<file path="src/hdl/mdfl_pkg.sv">
`timescale 1ns / 1ps
// ----------------------------------------------------------------------------
// mdfl_pkg
// Shared constants and types of the motion detector / flash page logger.
// ----------------------------------------------------------------------------
package mdfl_pkg;

    localparam int PAGE_BYTES   = 32;
    localparam int SAMPLE_WIDTH = 16;
    localparam int SMP_W        = 16;
    localparam int ADDR_W       = 24;
    localparam int IDX_W        = (PAGE_BYTES > 1) ? $clog2(PAGE_BYTES) : 1;

    localparam logic [SMP_W-1:0]  SAMPLE_MASK   = SMP_W'((64'd1 << SAMPLE_WIDTH) - 64'd1);
    localparam logic [IDX_W-1:0]  LAST_IDX      = IDX_W'(PAGE_BYTES - 1);
    localparam logic [ADDR_W-1:0] PAGE_STEP     = ADDR_W'(PAGE_BYTES);
    localparam logic [SMP_W-1:0]  THRESH_RESET  = 16'd30;

    localparam logic [7:0] CMD_WREN = 8'h06;
    localparam logic [7:0] CMD_PROG = 8'h02;
    localparam logic [7:0] CMD_WRDI = 8'h04;

    localparam logic OP_SAMPLE = 1'b0;
    localparam logic OP_TICK   = 1'b1;

    // output byte source select
    localparam logic [2:0] SEL_NONE  = 3'd0;
    localparam logic [2:0] SEL_WREN  = 3'd1;
    localparam logic [2:0] SEL_PROG  = 3'd2;
    localparam logic [2:0] SEL_ADDR2 = 3'd3;
    localparam logic [2:0] SEL_ADDR1 = 3'd4;
    localparam logic [2:0] SEL_ADDR0 = 3'd5;
    localparam logic [2:0] SEL_DATA  = 3'd6;
    localparam logic [2:0] SEL_WRDI  = 3'd7;

    typedef struct packed {
        logic             accept;     // input request taken this cycle
        logic             load;       // load output payload register
        logic [2:0]       sel;
        logic             frame_end;
        logic             last;
        logic             page_done;  // advance page address
        logic [IDX_W-1:0] rd_idx;     // buffer read address for next cycle
    } t_cmd;

    typedef struct packed {
        logic page_full;
    } t_status;

endpackage

</file>
<file path="src/hdl/motion_detect_flash_logger.sv">
`timescale 1ns / 1ps
// ----------------------------------------------------------------------------
// motion_detect_flash_logger
// Motion detector on ADC samples with a serial-flash page logger.
// ----------------------------------------------------------------------------
// A timer tick or a sample that does not complete a page is taken and gives
// one result in the registered output stage the cycle after; with the output
// drained, one such request is taken every cycle. The sample that completes a
// 32-byte page gives 38 byte results (write enable, page program with three
// address bytes and the page data, write disable), one per cycle while the
// output is not stalled, from the single output register and the page
// buffer's one read port; no new request is taken until the write disable
// byte is loaded. The motion threshold may be written at any time the block
// is idle and resets to 30.
module motion_detect_flash_logger
    import mdfl_pkg::*;
(
    input  logic             i_clk,
    input  logic             i_rst_n,
    input  logic             i_motion_threshold_we,
    input  logic [SMP_W-1:0] i_motion_threshold,
    input  logic             i_valid,
    output logic             o_stall,
    input  logic             i_operation,
    input  logic [SMP_W-1:0] i_sample,
    output logic             o_valid,
    input  logic             i_stall,
    output logic             o_motion,
    output logic             o_byte_valid,
    output logic [7:0]       o_flash_byte,
    output logic             o_frame_end,
    output logic             o_last
);

    t_cmd    cmd;
    t_status status;

    mdfl_ctrl u_ctrl (
        .i_clk       (i_clk),
        .i_rst_n     (i_rst_n),
        .i_valid     (i_valid),
        .i_operation (i_operation),
        .i_out_stall (i_stall),
        .i_status    (status),
        .o_in_stall  (o_stall),
        .o_out_valid (o_valid),
        .o_cmd       (cmd)
    );

    mdfl_dp u_dp (
        .i_clk        (i_clk),
        .i_rst_n      (i_rst_n),
        .i_thr_we     (i_motion_threshold_we),
        .i_thr        (i_motion_threshold),
        .i_operation  (i_operation),
        .i_sample     (i_sample),
        .i_cmd        (cmd),
        .o_status     (status),
        .o_motion     (o_motion),
        .o_byte_valid (o_byte_valid),
        .o_flash_byte (o_flash_byte),
        .o_frame_end  (o_frame_end),
        .o_last       (o_last)
    );

`ifndef SYNTHESIS
    // a result without a flash byte is always the only result of its request
    a_plain_is_last: assert property (@(posedge i_clk) disable iff (!i_rst_n)
        (o_valid && !o_byte_valid) |-> o_last)
        else $error("non-byte result without last");

    // the closing byte of a flash sequence is write disable, ending a frame
    a_last_byte_wrdi: assert property (@(posedge i_clk) disable iff (!i_rst_n)
        (o_valid && o_byte_valid && o_last) |-> (o_flash_byte == CMD_WRDI && o_frame_end))
        else $error("flash sequence does not end with write disable");

    // no new request while a result waits in the output stage
    a_no_accept_when_full: assert property (@(posedge i_clk) disable iff (!i_rst_n)
        (o_valid && i_stall) |-> o_stall)
        else $error("input taken while output stage held");

    // the byte stream runs without gaps once its bytes are taken
    a_stream_no_gap: assert property (@(posedge i_clk) disable iff (!i_rst_n)
        (o_valid && !i_stall && o_byte_valid && !o_last) |=> o_valid)
        else $error("gap inside flash byte stream");
`endif

endmodule

</file>
<file path="src/hdl/mdfl_ctrl.sv">
`timescale 1ns / 1ps
// ----------------------------------------------------------------------------
// mdfl_ctrl
// Sequencer: input/output handshake and flash command byte sequence.
// ----------------------------------------------------------------------------
module mdfl_ctrl
    import mdfl_pkg::*;
(
    input  logic    i_clk,
    input  logic    i_rst_n,
    input  logic    i_valid,
    input  logic    i_operation,
    input  logic    i_out_stall,
    input  t_status i_status,
    output logic    o_in_stall,
    output logic    o_out_valid,
    output t_cmd    o_cmd
);

    localparam logic [2:0] ST_IDLE  = 3'd0;
    localparam logic [2:0] ST_WREN  = 3'd1;
    localparam logic [2:0] ST_PROG  = 3'd2;
    localparam logic [2:0] ST_ADDR2 = 3'd3;
    localparam logic [2:0] ST_ADDR1 = 3'd4;
    localparam logic [2:0] ST_ADDR0 = 3'd5;
    localparam logic [2:0] ST_DATA  = 3'd6;
    localparam logic [2:0] ST_WRDI  = 3'd7;

    logic [2:0]       r_state, n_state;
    logic [IDX_W-1:0] r_idx, n_idx;
    logic             r_out_valid, n_out_valid;
    logic             out_free;

    assign out_free   = !r_out_valid || !i_out_stall;
    assign o_in_stall = !((r_state == ST_IDLE) && out_free);

    always_comb begin
        n_state       = r_state;
        n_idx         = r_idx;
        o_cmd         = '0;
        o_cmd.accept  = 1'b0;
        case (r_state)
            ST_IDLE: begin
                if (i_valid && out_free) begin
                    o_cmd.accept = 1'b1;
                    if (i_operation == OP_TICK || !i_status.page_full) begin
                        o_cmd.load = 1'b1;
                        o_cmd.sel  = SEL_NONE;
                        o_cmd.last = 1'b1;
                    end else begin
                        n_state = ST_WREN;
                    end
                end
            end
            ST_WREN: begin
                o_cmd.load      = out_free;
                o_cmd.sel       = SEL_WREN;
                o_cmd.frame_end = 1'b1;
                if (out_free) n_state = ST_PROG;
            end
            ST_PROG: begin
                o_cmd.load = out_free;
                o_cmd.sel  = SEL_PROG;
                if (out_free) n_state = ST_ADDR2;
            end
            ST_ADDR2: begin
                o_cmd.load = out_free;
                o_cmd.sel  = SEL_ADDR2;
                if (out_free) n_state = ST_ADDR1;
            end
            ST_ADDR1: begin
                o_cmd.load = out_free;
                o_cmd.sel  = SEL_ADDR1;
                if (out_free) n_state = ST_ADDR0;
            end
            ST_ADDR0: begin
                o_cmd.load = out_free;
                o_cmd.sel  = SEL_ADDR0;
                if (out_free) n_state = ST_DATA;
            end
            ST_DATA: begin
                o_cmd.load      = out_free;
                o_cmd.sel       = SEL_DATA;
                o_cmd.frame_end = (r_idx == LAST_IDX);
                if (out_free) begin
                    if (r_idx == LAST_IDX) begin
                        n_idx   = '0;
                        n_state = ST_WRDI;
                    end else begin
                        n_idx = r_idx + 1'b1;
                    end
                end
            end
            ST_WRDI: begin
                o_cmd.load      = out_free;
                o_cmd.sel       = SEL_WRDI;
                o_cmd.frame_end = 1'b1;
                o_cmd.last      = 1'b1;
                o_cmd.page_done = out_free;
                if (out_free) n_state = ST_IDLE;
            end
            default: begin
                n_state = ST_IDLE;
                n_idx   = '0;
            end
        endcase
        o_cmd.rd_idx = n_idx;
    end

    always_comb begin
        if (o_cmd.load) begin
            n_out_valid = 1'b1;
        end else begin
            n_out_valid = r_out_valid && i_out_stall;
        end
    end

    always_ff @(posedge i_clk) begin
        if (!i_rst_n) begin
            r_state     <= ST_IDLE;
            r_idx       <= '0;
            r_out_valid <= 1'b0;
        end else begin
            r_state     <= n_state;
            r_idx       <= n_idx;
            r_out_valid <= n_out_valid;
        end
    end

    assign o_out_valid = r_out_valid;

endmodule

</file>
<file path="src/hdl/mdfl_dp.sv">
`timescale 1ns / 1ps
// ----------------------------------------------------------------------------
// mdfl_dp
// Datapath: motion compare, page buffer, page address and result register.
// ----------------------------------------------------------------------------
module mdfl_dp
    import mdfl_pkg::*;
(
    input  logic             i_clk,
    input  logic             i_rst_n,
    input  logic             i_thr_we,
    input  logic [SMP_W-1:0] i_thr,
    input  logic             i_operation,
    input  logic [SMP_W-1:0] i_sample,
    input  t_cmd             i_cmd,
    output t_status          o_status,
    output logic             o_motion,
    output logic             o_byte_valid,
    output logic [7:0]       o_flash_byte,
    output logic             o_frame_end,
    output logic             o_last
);

    logic [SMP_W-1:0]  r_thr;
    logic              r_flag, n_flag;
    logic [SMP_W-1:0]  r_prev;
    logic [IDX_W-1:0]  r_fill;
    logic [ADDR_W-1:0] r_addr;
    logic [7:0]        r_page_buf [PAGE_BYTES];
    logic [7:0]        r_rd_data;

    logic              r_o_motion, r_o_byte_valid, r_o_frame_end, r_o_last;
    logic [7:0]        r_o_byte, n_o_byte;

    logic [SMP_W-1:0]  smp;
    logic [SMP_W-1:0]  diff;
    logic              is_sample;

    assign smp       = i_sample & SAMPLE_MASK;
    assign diff      = (smp > r_prev) ? (smp - r_prev) : (r_prev - smp);
    assign is_sample = i_cmd.accept && (i_operation == OP_SAMPLE);

    assign o_status.page_full = (r_fill == LAST_IDX);

    always_comb begin
        n_flag = r_flag;
        if (i_cmd.accept) begin
            if (i_operation == OP_TICK) begin
                n_flag = 1'b0;
            end else if (diff > r_thr) begin
                n_flag = 1'b1;
            end
        end
    end

    always_comb begin
        case (i_cmd.sel)
            SEL_NONE:  n_o_byte = 8'h00;
            SEL_WREN:  n_o_byte = CMD_WREN;
            SEL_PROG:  n_o_byte = CMD_PROG;
            SEL_ADDR2: n_o_byte = r_addr[23:16];
            SEL_ADDR1: n_o_byte = r_addr[15:8];
            SEL_ADDR0: n_o_byte = r_addr[7:0];
            SEL_DATA:  n_o_byte = r_rd_data;
            SEL_WRDI:  n_o_byte = CMD_WRDI;
            default:   n_o_byte = 8'h00;
        endcase
    end

    always_ff @(posedge i_clk) begin
        if (!i_rst_n) begin
            r_thr  <= THRESH_RESET;
            r_flag <= 1'b0;
            r_prev <= '0;
            r_fill <= '0;
            r_addr <= '0;
        end else begin
            if (i_thr_we) r_thr <= i_thr;
            r_flag <= n_flag;
            if (is_sample) begin
                r_prev <= smp;
                r_fill <= (r_fill == LAST_IDX) ? '0 : r_fill + 1'b1;
            end
            if (i_cmd.page_done) r_addr <= r_addr + PAGE_STEP;
        end
    end

    // page buffer: one write port, one registered read port
    always_ff @(posedge i_clk) begin
        if (is_sample) r_page_buf[r_fill] <= smp[7:0];
        r_rd_data <= r_page_buf[i_cmd.rd_idx];
    end

    always_ff @(posedge i_clk) begin
        if (i_cmd.load) begin
            r_o_motion     <= n_flag;
            r_o_byte_valid <= (i_cmd.sel != SEL_NONE);
            r_o_byte       <= n_o_byte;
            r_o_frame_end  <= i_cmd.frame_end;
            r_o_last       <= i_cmd.last;
        end
    end

    assign o_motion     = r_o_motion;
    assign o_byte_valid = r_o_byte_valid;
    assign o_flash_byte = r_o_byte;
    assign o_frame_end  = r_o_frame_end;
    assign o_last       = r_o_last;

endmodule
</file>
<file path="config.mk">
export PLATFORM = sky130hd
export DESIGN_NAME = motion_detect_flash_logger
export DESIGN_NICKNAME = d
export VERILOG_FILES = /design/src/hdl/mdfl_pkg.sv /design/src/hdl/motion_detect_flash_logger.sv /design/src/hdl/mdfl_ctrl.sv /design/src/hdl/mdfl_dp.sv
export SDC_FILE = /design/constraint.sdc
export NUM_CORES = 1
export LEC_CHECK = 0
export ABC_AREA = 1
export BUFFER_PORTS_ARGS = -buffer_cell sky130_fd_sc_hd__buf_2
export CAP_MARGIN = 30
export CORE_MARGIN = 2
export CORE_UTILIZATION = 25
export DETAILED_ROUTE_END_ITERATION = 8
export GPL_TIMING_DRIVEN = 0
export PLACE_DENSITY_LB_ADDON = 0.12
export SLEW_MARGIN = 10
export SYNTH_ARGS = -nofsm -noshare
export SYNTH_HDL_FRONTEND = slang
export SYNTH_SLANG_ARGS = --single-unit
</file>
<file path="constraint.sdc">
create_clock -name i_clk -period 4.1 [get_ports i_clk]
set_input_delay 1.025 -clock i_clk [delete_from_list [all_inputs] [get_ports i_clk]]
set_output_delay 1.025 -clock i_clk [all_outputs]
set_load 0.01 [all_outputs]
</file>
# Yosys cells after proc, flatten, opt, wreduce, memory -nomap -nowiden
# Memory sizes are Yosys's and may differ from the RTL's. A register that Yosys moved wholly into a read port is not among the register bits.
# Index checks and enable logic that the tools add are counted.
# op_classes
addsub	5
magnitude_cmp	2
eq_ne	26
n_mux	32
bitwise	1
n_reduce_logical	15
# ops
op	count
one-hot mux 8 bit (8 select lines)	1
greater-than comparator 16 bit	2
one-hot mux 4 bit (8 select lines)	1
subtractor 16 bit	2
2-to-1 mux 3 bit	10
2-to-1 mux 5 bit	5
adder 24 x 6 -> 24 bit, second input constant	1
== test 3 bit, second input constant	8
one-hot mux 3 bit (8 select lines)	1
2-to-1 mux 16 bit	1
inequality test 2 x 1 -> 1 bit, second input constant	8
== test 3 x 2 -> 1 bit, second input constant	4
adder 5 x 1 -> 5 bit, second input constant	2
== test 5 bit, second input constant	2
2-to-1 mux 1 bit	10
AND reduction 10 bit	1
== test 3 x 1 -> 1 bit, second input constant	2
zero test 3 bit	2
logical AND 1 bit	4
zero test 1 bit	4
2-to-1 mux 4 bit	1
inequality test 2 bit, second input constant	2
one-hot mux 1 bit (2 select lines)	2
nonzero test 3 bit	1
3 further kinds	4
# totals
register_bits	83
ram_bits	256
input_bits	38
mem_count	1
# memory_table
name	words	width	rd	rd_clocked_by_memory_dff	wr	line_no	rtl
u_dp.r_page_buf	32	8	1	1	1	mdfl_dp.sv:29	logic [7:0] r_page_buf [PAGE_BYTES];

# Longest topological paths before layout
# Gate-level depths: netlist (run 1).
# logic_depth
word_depth	9
mapped_depth	26
ltp_nobuf	24

# Modules after synthesis
# Synthesis (run 1) repeated with hierarchy kept, for this count alone.
# hier_totals
hier_cells	1818
hier_area_um2	16477.1
# modules_own_cells
module	n_inst	cells_each	area_each_um2	seq_area_each_um2
mdfl_dp	1	1725	15876.5	9349.0
mdfl_ctrl	1	93	600.6	180.2

# Least setup slack after synthesis (run 1)
# No wires, ideal clock.
# synth_timing
path_kind	in2reg
start	input port i_sample[5]
end	register u_dp.r_o_motion (netlist: u_dp.o_motion) (data pin)
setup_ps	253
t_arrival_ps	3428
path_slack_ps	419
stages	23
path_buffers	2
path_cell_list	inv_1 -> ha_1 -> buf_2 -> nand2_1 -> nor2_1 -> nand2_1 -> nand2_1 -> nand2_1 -> nand3_1 -> nand2_2 -> inv_2 -> buf_2 -> nand2_1 -> nand2_1 -> inv_1 -> ha_1 -> a21oi_1 -> o21ai_0 -> nor2b_1 -> o21ai_0 -> nand2_1 -> nand2_1 -> nand2_1
# synth_via
elab_chain_cells	6
elab_cells_between_ends	8
classes_between	add/sub (2); order compare (2); mux (4)
# synth_rtl
item	line_no	rtl
start: declaration	motion_detect_flash_logger.sv:25	input logic [SMP_W-1:0] i_sample,
subtractor 16 bit / greater-than comparator 16 bit (equally long branches)	mdfl_dp.sv:40	assign diff = (smp > r_prev) ? (smp - r_prev) : (r_prev - smp);
2-to-1 mux 16 bit (*)	mdfl_dp.sv:40	
greater-than comparator 16 bit (*)	mdfl_dp.sv:50	end else if (diff > r_thr) begin
2-to-1 mux 1 bit (*)	mdfl_dp.sv:50	
2-to-1 mux 1 bit (*)	mdfl_dp.sv:48	if (i_operation == OP_TICK) begin
2-to-1 mux 1 bit (*)	mdfl_dp.sv:47	if (i_cmd.accept) begin
net u_dp.n_flag	mdfl_dp.sv:25	logic r_flag, n_flag;
end signal: assignment	mdfl_dp.sv:96	r_o_motion <= n_flag;
end: declaration	mdfl_dp.sv:32	logic r_o_motion, r_o_byte_valid, r_o_frame_end, r_o_last;
# Mark *: on every way through the listed nets, which the timed path passes. The rest lies on a longest branch.
# A chain may end at the register's enable or synchronous reset.

# Worst setup path in the final report (run 1)
# layout_timing
start	input port i_sample[6]
end	register u_dp.r_o_motion (netlist: u_dp.o_motion) (data pin)
# The elaborated chain is that of the path after synthesis.

==> results_dict.tcl, run 1 <==
set metrics [dict create \
    cp_data_arrival_time_ns 4.19 \
    clock-root-buffer "clkbuf_16" \
    ys_types 42 \
    clock_latency_ns 0.57 \
    numCtsBuffers 43 \
    grt_use_total_pct 15.35 \
    dp.cells 2820 \
    grt-ovfl-total 0 \
    fp.dieH_um 266.4 \
    antenna_left 0 \
    hpwlAfterDp_um 38530 \
    fin_cells 2899 \
    place_congestion 0.8542 \
    p_clk_share_pct 43.5 \
    irDropWorstVdd_mv 0.2787 \
    p_sw_share_pct 26.02 \
    synth_edf_count 268 \
    p_per_area_nw_per_um2 425.5 \
    critical_path_required_ns 4.42 \
    synthCells 1885 \
    clk_path_buf_depth 3 \
    synth-seq-area-share_pct 55.36 \
    syn_area_per_cell_um2 9.132 \
    route.detailed.drc 0 \
    grt_pass1_wl_um 81420 \
    syn_to_final_growth_pct 16.96 \
    antenna_found_initial 0 \
    pwr-share-seq_pct 45.1 \
    finalCritPeriodShare_pct 94.35 \
    drive_gt1_share_pct 10.81 \
    num-nets-final 2078 \
    crit_fanout 35 \
    min_from "u_dp.r_prev[15]$_SDFFE_PN0P_" \
    via_per_inst 4.503 \
    combinationalPowerShare_pct 11.4 \
    crit_path_end_kind "flip-flop" \
    grt_pass1_vias 12999 \
    ys.flop_type "edfxtp_1" \
    hold_ws_ns 0.4597 \
    clock_skew_ns 0.01536 \
    wl_per_cell_um 18.74 \
    setup_viol 0 \
    clock_sinks 342 \
    die_x_um 266.4 \
    drtIter0Drc 811 \
    synth-warning-count 0 \
    drt_pass1_iterations 5 \
    r2r-start "u_dp.r_prev[0]$_SDFFE_PN0P_" \
    core_um2 68350 \
    cts_max_level 2 \
    mostFrequentLayoutCell "nand2_1" \
    min_period_ns 3.868 \
    drt_wl_total_um 54330 \
    crit_path_start_kind "input port" \
    crit_type "in -> reg" \
    synth.net_count 1980 \
    startpoint "i_sample[6]" \
    rows 96 \
    slew_headroom_pct 42.36 \
    rsz0062_at_grt "false" \
    start_util_pct 25.19 \
    vias 13055 \
    grt_max_degree 36 \
    mostFrequentLayoutCells "343 x nand2_1, 313 x inv_1, 306 x nand3_1" \
    hold_path.class "reg -> reg" \
    status "complete, no violations" \
    syn_area_um2 17210 \
    p_int_mw 6.338 \
    drv_slew 0 \
    max_freq_mhz 258.5 \
    fin_tns_setup_ns 0 \
    port_buffers 49 \
    ys_ff_latch 342 \
    switching_power_mw 2.230 \
    synth-async-reset-ratio_pct 0 \
    io_pins 52 \
    cts.clk_slew.worst_paths_ns 0.06 \
    tritoncts "yes" \
    p_leak_nw 8.195 \
    worst_pin_slew_ns 0.8614 \
    final-hold-violation-count 0 \
    drv_cap 0 \
    die_area_um2 70970 \
]
-- area by class of cell --
| cell class | instances | area (µm²) |
|---|---|---|
| Buffer | 87 | 450.4 |
| Fill cell | 7222 | 48210 |
| Inverter | 322 | 1211 |
| Timing Repair Buffer | 53 | 407.9 |
| Tap cell | 882 | 1104 |
| Sequential cell | 342 | 9529 |
| Antenna cell | 1 | 2.502 |
| Clock inverter | 23 | 210.2 |
| Clock buffer | 55 | 1152 |
| Multi-Input combinational cell | 1134 | 6067 |
-- synth_stat cells (2+ instances only) --
cell / n / share of area, %
nand3b_1: 81 / 3.5
inv_1: 313 / 6.8
a31oi_1: 3 / 0.11
clkbuf_1: 13 / 0.28
inv_2: 8 / 0.17
fa_1: 2 / 0.23
nor2_4: 5 / 0.33
xnor2_1: 2 / 0.10
o21ai_0: 75 / 2.2
o21bai_1: 4 / 0.17
o211ai_1: 5 / 0.22
xor2_1: 26 / 1.3
buf_1: 2 / 0.044
o21ai_1: 2 / 0.058
or2_2: 2 / 0.073
ha_1: 55 / 4.0
buf_2: 60 / 1.7
a21boi_0: 2 / 0.087
nor3_1: 19 / 0.55
dfxtp_1: 74 / 8.6
nor2_1: 87 / 1.9
nand2_2: 3 / 0.11
a211oi_1: 2 / 0.087
nand2_1: 343 / 7.5
buf_4: 9 / 0.39
nand3_1: 306 / 8.9
clkbuf_2: 2 / 0.058
a21oi_1: 88 / 2.6
nand4_1: 9 / 0.33
edfxtp_1: 268 / 47
o2111ai_1: 4 / 0.20
-- sequential cells by signal, indices dropped and copies added (netlist names), 3 cells and up --
name / count
u_dp.r_addr: 19
u_dp.r_rd_data: 8
u_dp.r_page_buf: 256
u_dp.o_flash_byte: 8
u_ctrl.r_idx: 5
u_ctrl.r_state: 3
u_dp.r_prev: 16
u_dp.r_thr: 16
u_dp.r_fill: 5
-- critical path, cell delays in order --
cell     delay, ns
buf_8         0.24
inv_1         0.08
ha_1          0.40
nand2_1       0.20
nor2_4        0.20
nand2_1       0.08
nand2_1       0.10
nand2_1       0.06
nand3_1       0.13
nand2_4       0.11
inv_2         0.11
buf_4         0.20
nand2_1       0.07
nand2_1       0.07
inv_1         0.05
ha_1          0.28
a21oi_1       0.14
o21ai_0       0.09
nor2b_1       0.14
o21ai_0       0.15
nand2_1       0.07
nand2_1       0.09
nand2_1       0.08
-- logic make-up (layout without fill, tap and decap cells) --
family / count (synthesis) / in the layout / share of synthesized area [%]
XOR/XNOR: 28 / 28 / 1.425
AND/OR/NAND/NOR: 862 / 862 / 23.54
adder cells (fa/ha/maj): 57 / 57 / 4.230
other: 0 / 1 / 0
AO/OA/AOI/OAI: 187 / 187 / 5.822
buffers and inverters: 409 / 540 / 9.624
flip-flops: 342 / 342 / 55.36
-- power by group through the flow --
stage | clock, mW | sequential [mW] | combinational (mW)
2_1_floorplan | 0 | 3.95 | 0.600
3_3_place_gp | 0 | 3.94 | 0.963
3_5_place_dp | 0 | 3.94 | 0.974
4_1_cts | 3.84 | 3.86 | 0.983
5_1_grt | 3.98 | 3.87 | 1.12
6_report | 3.73 | 3.86 | 0.977
-- routing by layer --
layer / GRT usage [%] / routed length [µm]
met2: 25.65 / 25840
met5: 0 / 0
met1: 20.58 / 25130
met3: 2.768 / 2316
met4: 3.614 / 1035
-- what timing repair did --
item	CTS	global route
gates resized for setup	18	21
buffers inserted	0	0
endpoints found under the hold margin	0	0
endpoints found under the setup margin	2	2
pin swaps	0	0
hold buffers	0	0
-- stage by stage --
stage               power [mW]  setup WS, ns  utilization [%]  instance area (µm²)
floorplan                4.551        0.4188                -                17210
global placement         4.901        -1.163            27.16                18560
detailed placement       4.912        -1.107            27.28                18640
CTS                      8.691      0.006921            29.36                20070
global route             8.968      0.009471            29.46                20130
finish                   8.568        0.2316            29.46                20130
-- final timing paths --
kind	endpoint	slack, ns	cells past startpoint
max reg2reg	u_dp.o_motion$_DFFE_PP_	0.61	23
min reg2reg	u_dp.r_prev[15]$_SDFFE_PN0P_	0.46	2
min	u_dp.r_prev[15]$_SDFFE_PN0P_	0.46	2
max	u_dp.o_motion$_DFFE_PP_	0.23	23
Note: power is estimated with default switching activity, not from simulation.
==> run 2: changes to the inputs <==
Clock period 4.1 ns to 4.9 ns, I/O delays scaled along.
==> run 2 against run 1 <==
Effect of this change: sequential cell count unchanged; clock power shrank 16%; hold slack unchanged; critical path depth rose by 1; count of clock-buffer cells in the layout unchanged; first-iteration DRC count fell by 2.0%; register-to-register slack improved by 0.69 ns; utilization decreased by 0.14 points; largest cell class unchanged; power decreased by 16%; routed wire length is essentially flat; setup slack improved by 0.092 ns; via count is 0.33% lower.
==> results_dict.tcl, run 2 (synthesis gave the netlist of run 1 again) <==
set metrics [dict create \
    status "complete, no violations" \
    crit_path_start_kind "input port" \
    drt_pass1_iterations 5 \
    fin_tns_setup_ns 0 \
    crit_path_end_kind "flip-flop" \
    reg_top3 "u_dp.r_page_buf (256), u_dp.r_addr (19)" \
    io_pins 52 \
    drtIter0Drc 795 \
    clock_skew_ns 0.01603 \
    switching_power_mw 1.861 \
    core_um2 68350 \
    crit_type "in -> reg" \
    place_congestion 0.8542 \
    via_per_inst 4.488 \
    clock_latency_ns 0.57 \
    p_sw_share_pct 26.01 \
    hold_path.class "reg -> reg" \
    grt-ovfl-total 0 \
    ff2ff_setup_slack_ns 1.30 \
    antenna_found_initial 0 \
    combinationalPowerShare_pct 11.2 \
    fp.dieH_um 266.4 \
    pwr-share-seq_pct 45.2 \
    cts_setup_buffers 0 \
    p_clk_share_pct 43.6 \
    hpwlAfterDp_um 38530 \
    port_buffers 49 \
    start_util_pct 25.19 \
    crit_fanout 21 \
    postLayoutCoreUtil_pct 29.32 \
    setup_viol 0 \
    drv_cap 0 \
    mostFrequentLayoutCell "nand2_1" \
    die_area_um2 70970 \
    regMostFlops "u_dp.r_page_buf" \
    cp_data_arrival_time_ns 4.89 \
    grt_pass1_wl_um 81440 \
    slew_headroom_pct 43.13 \
    antennaDiodeCount 0 \
    num-nets-final 2079 \
    drive_gt1_share_pct 10.66 \
    critical_path_required_ns 5.21 \
    route.detailed.drc 0 \
    dp.cells 2820 \
    vias 13012 \
    holdBufCountCts 0 \
    finalCritPeriodShare_pct 93.39 \
    p_per_area_nw_per_um2 357.0 \
    fill_cells 7228 \
    irDropWorstVdd_mv 0.2318 \
    largest_reg_flops 256 \
    cts.clk_slew.worst_paths_ns 0.06 \
    grt_use_total_pct 15.36 \
    final-hold-violation-count 0 \
    clk_path_buf_depth 3 \
    drv_slew 0 \
    antenna_left 0 \
    drt_wl_total_um 54280 \
    pre_cts_ws_ns -0.5073 \
    clock_sinks 342 \
    clock-root-buffer "clkbuf_16" \
    fin_cells 2899 \
    tritoncts "yes" \
    min_period_ns 4.576 \
    grt_pass1_vias 13003 \
    rows 96 \
    fin_ws_ns 0.3237 \
    grt_max_degree 36 \
    worst_pin_slew_ns 0.8500 \
    p_int_mw 5.294 \
    die_x_um 266.4 \
    cts_resized 0 \
    cts_max_level 2 \
    rsz0062_at_grt "false" \
    numCtsBuffers 43 \
    wl_per_cell_um 18.72 \
    max_freq_mhz 218.5 \
    p_leak_nw 8.167 \
    syn_to_final_growth_pct 16.41 \
    mostFrequentLayoutCells "343 x nand2_1, 313 x inv_1, 306 x nand3_1" \
]
[run 2: metal layers]
layer | track usage [%] | wire (µm) | vias up
met5 | 0 | 0 | -
met4 | 3.614 | 1103 | 0
li1 | - | - | 6464
met2 | 25.65 | 25770 | 202
met1 | 20.58 | 25080 | 6277
met3 | 2.768 | 2329 | 69
[run 2: critical path: stages]
cell     delay [ns]
buf_2          0.36
buf_12         0.24
inv_1          0.06
ha_1           0.36
nand2_1        0.15
nor2_1         0.29
nand2_1        0.10
nand2_1        0.11
nand2_1        0.06
nand3_1        0.10
nand2_2        0.15
inv_2          0.13
buf_2          0.26
nand2_1        0.08
nand2_1        0.08
inv_1          0.05
ha_1           0.28
a21oi_1        0.14
o21ai_0        0.09
nor2b_1        0.14
o21ai_0        0.15
nand2_1        0.07
nand2_1        0.09
nand2_1        0.08
[run 2: per-stage QoR]
step	instance area [µm²]	power [mW]	hold slack [ns]
5_1_grt	20040	7.490	0.4878
3_5_place_dp	18640	4.110	0.4537
2_1_floorplan	17210	3.808	0.4332
3_3_place_gp	18560	4.101	0.4517
6_report	20040	7.154	0.4597
4_1_cts	20010	7.268	0.4629
[run 2: layout make-up]
cell class	instances	area [µm²]	share of cell area, %
plain buffers	87	445.4	2.223
clock buffers	55	1152	5.751
clock inverters	23	210.2	1.049
inverters	322	1211	6.044
multi-input cells	1134	6043	30.16
flip-flops and latches	342	9529	47.55
well taps	882	1104	5.507
repair buffers	54	344.1	1.717
[run 2: final timing paths]
check / from / endpoint / cells past startpoint
setup / recovery: i_sample[4] / u_dp.o_motion$_DFFE_PP_ / 24
hold / removal: u_dp.r_prev[15]$_SDFFE_PN0P_ / u_dp.r_prev[15]$_SDFFE_PN0P_ / 2
setup reg to reg: u_dp.r_prev[5]$_SDFFE_PN0P_ / u_dp.o_motion$_DFFE_PP_ / 22
hold reg to reg: u_dp.r_prev[15]$_SDFFE_PN0P_ / u_dp.r_prev[15]$_SDFFE_PN0P_ / 2
[run 2: power by group through the flow]
stage          logic [mW]  clock network (mW)  registers [mW]
2_1_floorplan       0.502                   0            3.31
3_3_place_gp        0.806                   0            3.29
3_5_place_dp        0.815                   0            3.30
4_1_cts             0.818                3.22            3.23
5_1_grt             0.923                3.33            3.24
6_report            0.803                3.12            3.23
==> run 3: changes to the inputs <==
Settings changed: CORE_UTILIZATION 25 to 28.
Clock period 4.9 ns to 4.4 ns, I/O delays scaled along.
==> run 3 against run 2 <==
Effect of this change: die area fell by 11%; via count rose by 0.22%; sequential power rose by 11%; critical path depth rose by 2; power rose by 7.4%; routed wire length fell by 3.6%; global-route usage rose by 1.1 points; sequential cell count did not move; hold slack improved by 0.0035 ns; critical path type unchanged; highest routed layer unchanged.
==> results_dict.tcl, run 3 (synthesis gave the netlist of run 1 again) <==
set metrics [dict create \
    grt_use_total_pct 16.46 \
    wl_per_cell_um 18.75 \
    cts.clk_slew.worst_paths_ns 0.05 \
    clock-root-buffer "clkbuf_16" \
    clock_latency_ns 0.59 \
    syn_to_final_growth_pct 15.05 \
    r2r_cells 21 \
    hold_ws_ns 0.4632 \
    drt_pass1_iterations 5 \
    route.detailed.drc 0 \
    grt-ovfl-total 0 \
    hold_path_end "u_dp.r_prev[15]$_SDFFE_PN0P_" \
    mostFrequentLayoutCells "343 x nand2_1, 313 x inv_1, 306 x nand3_1" \
    r2r-start "u_dp.r_prev[9]$_SDFFE_PN0P_" \
    fin_cells 2791 \
    via_per_inst 4.672 \
    die_x_um 252.0 \
    wl_met1_um 24610 \
    r2r-end "u_dp.o_motion$_DFFE_PP_" \
    cpPeakStageDelay_ns 0.28 \
    tritoncts "yes" \
    antenna_found_initial 1 \
    startpoint "i_sample[2]" \
    core_um2 60580 \
    pre_cts_ws_ns -0.8821 \
    slew_headroom_pct 44.48 \
    rsz0062_at_grt "false" \
    cpMostUsedCell "nand2_1" \
    setup_viol 0 \
    multi_input_area_um2 6041 \
    reg_top3 "u_dp.r_page_buf (256), u_dp.r_addr (19)" \
    drive_gt1_share_pct 10.16 \
    io_pins 52 \
    clock_skew_ns 0.04341 \
    crit_type "in -> reg" \
    finalCritPeriodShare_pct 93.32 \
    critical_path_required_ns 4.70 \
    crit_fanout 35 \
    dp.cells 2718 \
    wl_met3_um 1825 \
    hold_path.class "reg -> reg" \
    antenna_left 0 \
    drtIter0Drc 885 \
    final-hold-violation-count 0 \
    num-nets-final 2074 \
    start_util_pct 28.41 \
    p_leak_nw 8.098 \
    grt_max_degree 37 \
    place_congestion 0.9061 \
    seq_area_um2 9529 \
    cts_setup_buffers 0 \
    clock_sinks 342 \
    cp_data_arrival_time_ns 4.41 \
    status "complete, no violations" \
    wl_met2_um 24800 \
    fp.dieH_um 252.0 \
    crit_path_end_kind "flip-flop" \
    max_freq_mhz 243.5 \
    fin_ws_ns 0.2937 \
    port_buffers 49 \
    regMostFlops "u_dp.r_page_buf" \
    rows 90 \
    crit_path_start_kind "input port" \
    fill_cells 6348 \
    drv_cap 0 \
    ff2ff_setup_slack_ns 0.81 \
    mostFrequentLayoutCell "nand2_1" \
    grt_pass1_wl_um 78500 \
    min_path_cells 2 \
    grt_pass1_vias 12863 \
    numCtsBuffers 41 \
    irDropWorstVdd_mv 0.2440 \
    largest_reg_flops 256 \
    hpwlAfterDp_um 37020 \
    clk_path_buf_depth 3 \
    p_per_area_nw_per_um2 388.1 \
    drt_wl_total_um 52330 \
    drv_slew 0 \
    worst_pin_slew_ns 0.8283 \
    cts_max_level 2 \
    min_from "u_dp.r_prev[15]$_SDFFE_PN0P_" \
    die_area_um2 63480 \
    min_period_ns 4.106 \
    worst_path_max_delay_cell "ha_1" \
    highest_layer "met4" \
    vias 13040 \
]
[run 3: layer usage]
layer / vias to the layer above / GRT usage (%)
li1: 6459 / -
met3: 58 / 2.290
met2: 197 / 27.41
met5: - / 0
met1: 6326 / 22.36
met4: 0 / 4.548
[run 3: cell type report]
cell class	count	area share, %
buffer	87	2.262
antenna	1	0.01264
inverter	322	6.116
clock inverter	14	0.5812
timing repair buffer	51	1.763
multi-input combinational	1134	30.50
sequential	342	48.12
clock buffer	58	5.705
tap	782	4.941
[run 3: what timing repair did]
| action | CTS | global route |
|---|---|---|
| resized for setup | 9 | 25 |
| hold buffers | 0 | 0 |
| setup endpoints to repair | 2 | 2 |
| pin swaps | 0 | 0 |
[run 3: how the worst max path moves through the flow]
| stage | endpoint | slack (ns) | depth (start not counted) |
|---|---|---|---|
| floorplan | u_dp.o_motion$_DFFE_PP_ | 0.64 | 23 |
| global placement | u_dp.o_motion$_DFFE_PP_ | -0.90 | 23 |
| detailed placement | u_dp.o_motion$_DFFE_PP_ | -0.88 | 24 |
| CTS | u_dp.o_motion$_DFFE_PP_ | 0.01 | 23 |
| global route | u_dp.o_motion$_DFFE_PP_ | 0.001 | 26 |
| finish | u_dp.o_motion$_DFFE_PP_ | 0.29 | 26 |
[run 3: report_power, final]
part	total [mW]	switching [mW]	leakage, nW	internal (mW)
Clock	3.19	1.39	0.603	1.80
Sequential	3.60	0.0288	3.03	3.57
Combinational	0.898	0.603	4.46	0.295
Total	7.69	2.02	8.10	5.67
[run 3: through the flow]
stage	power, mW	TNS (ns)	util (%)	cell area, µm²
after floorplan	4.241	0	-	17210
after global placement	4.559	-1.664	30.43	18440
after detailed placement	4.571	-1.641	30.47	18460
after CTS	7.792	0	32.57	19730
after global routing	8.034	0	32.68	19800
final	7.687	0	32.69	19800
[run 3: worst max-delay path, delay by kind of cell]
kind | cells | cell delay, ns
adders and majority gates | 2 | 0.55
AOI/OAI and AO/OA | 3 | 0.37
and+or+nand+nor | 14 | 1.35
buffers and inverters | 7 | 1.03
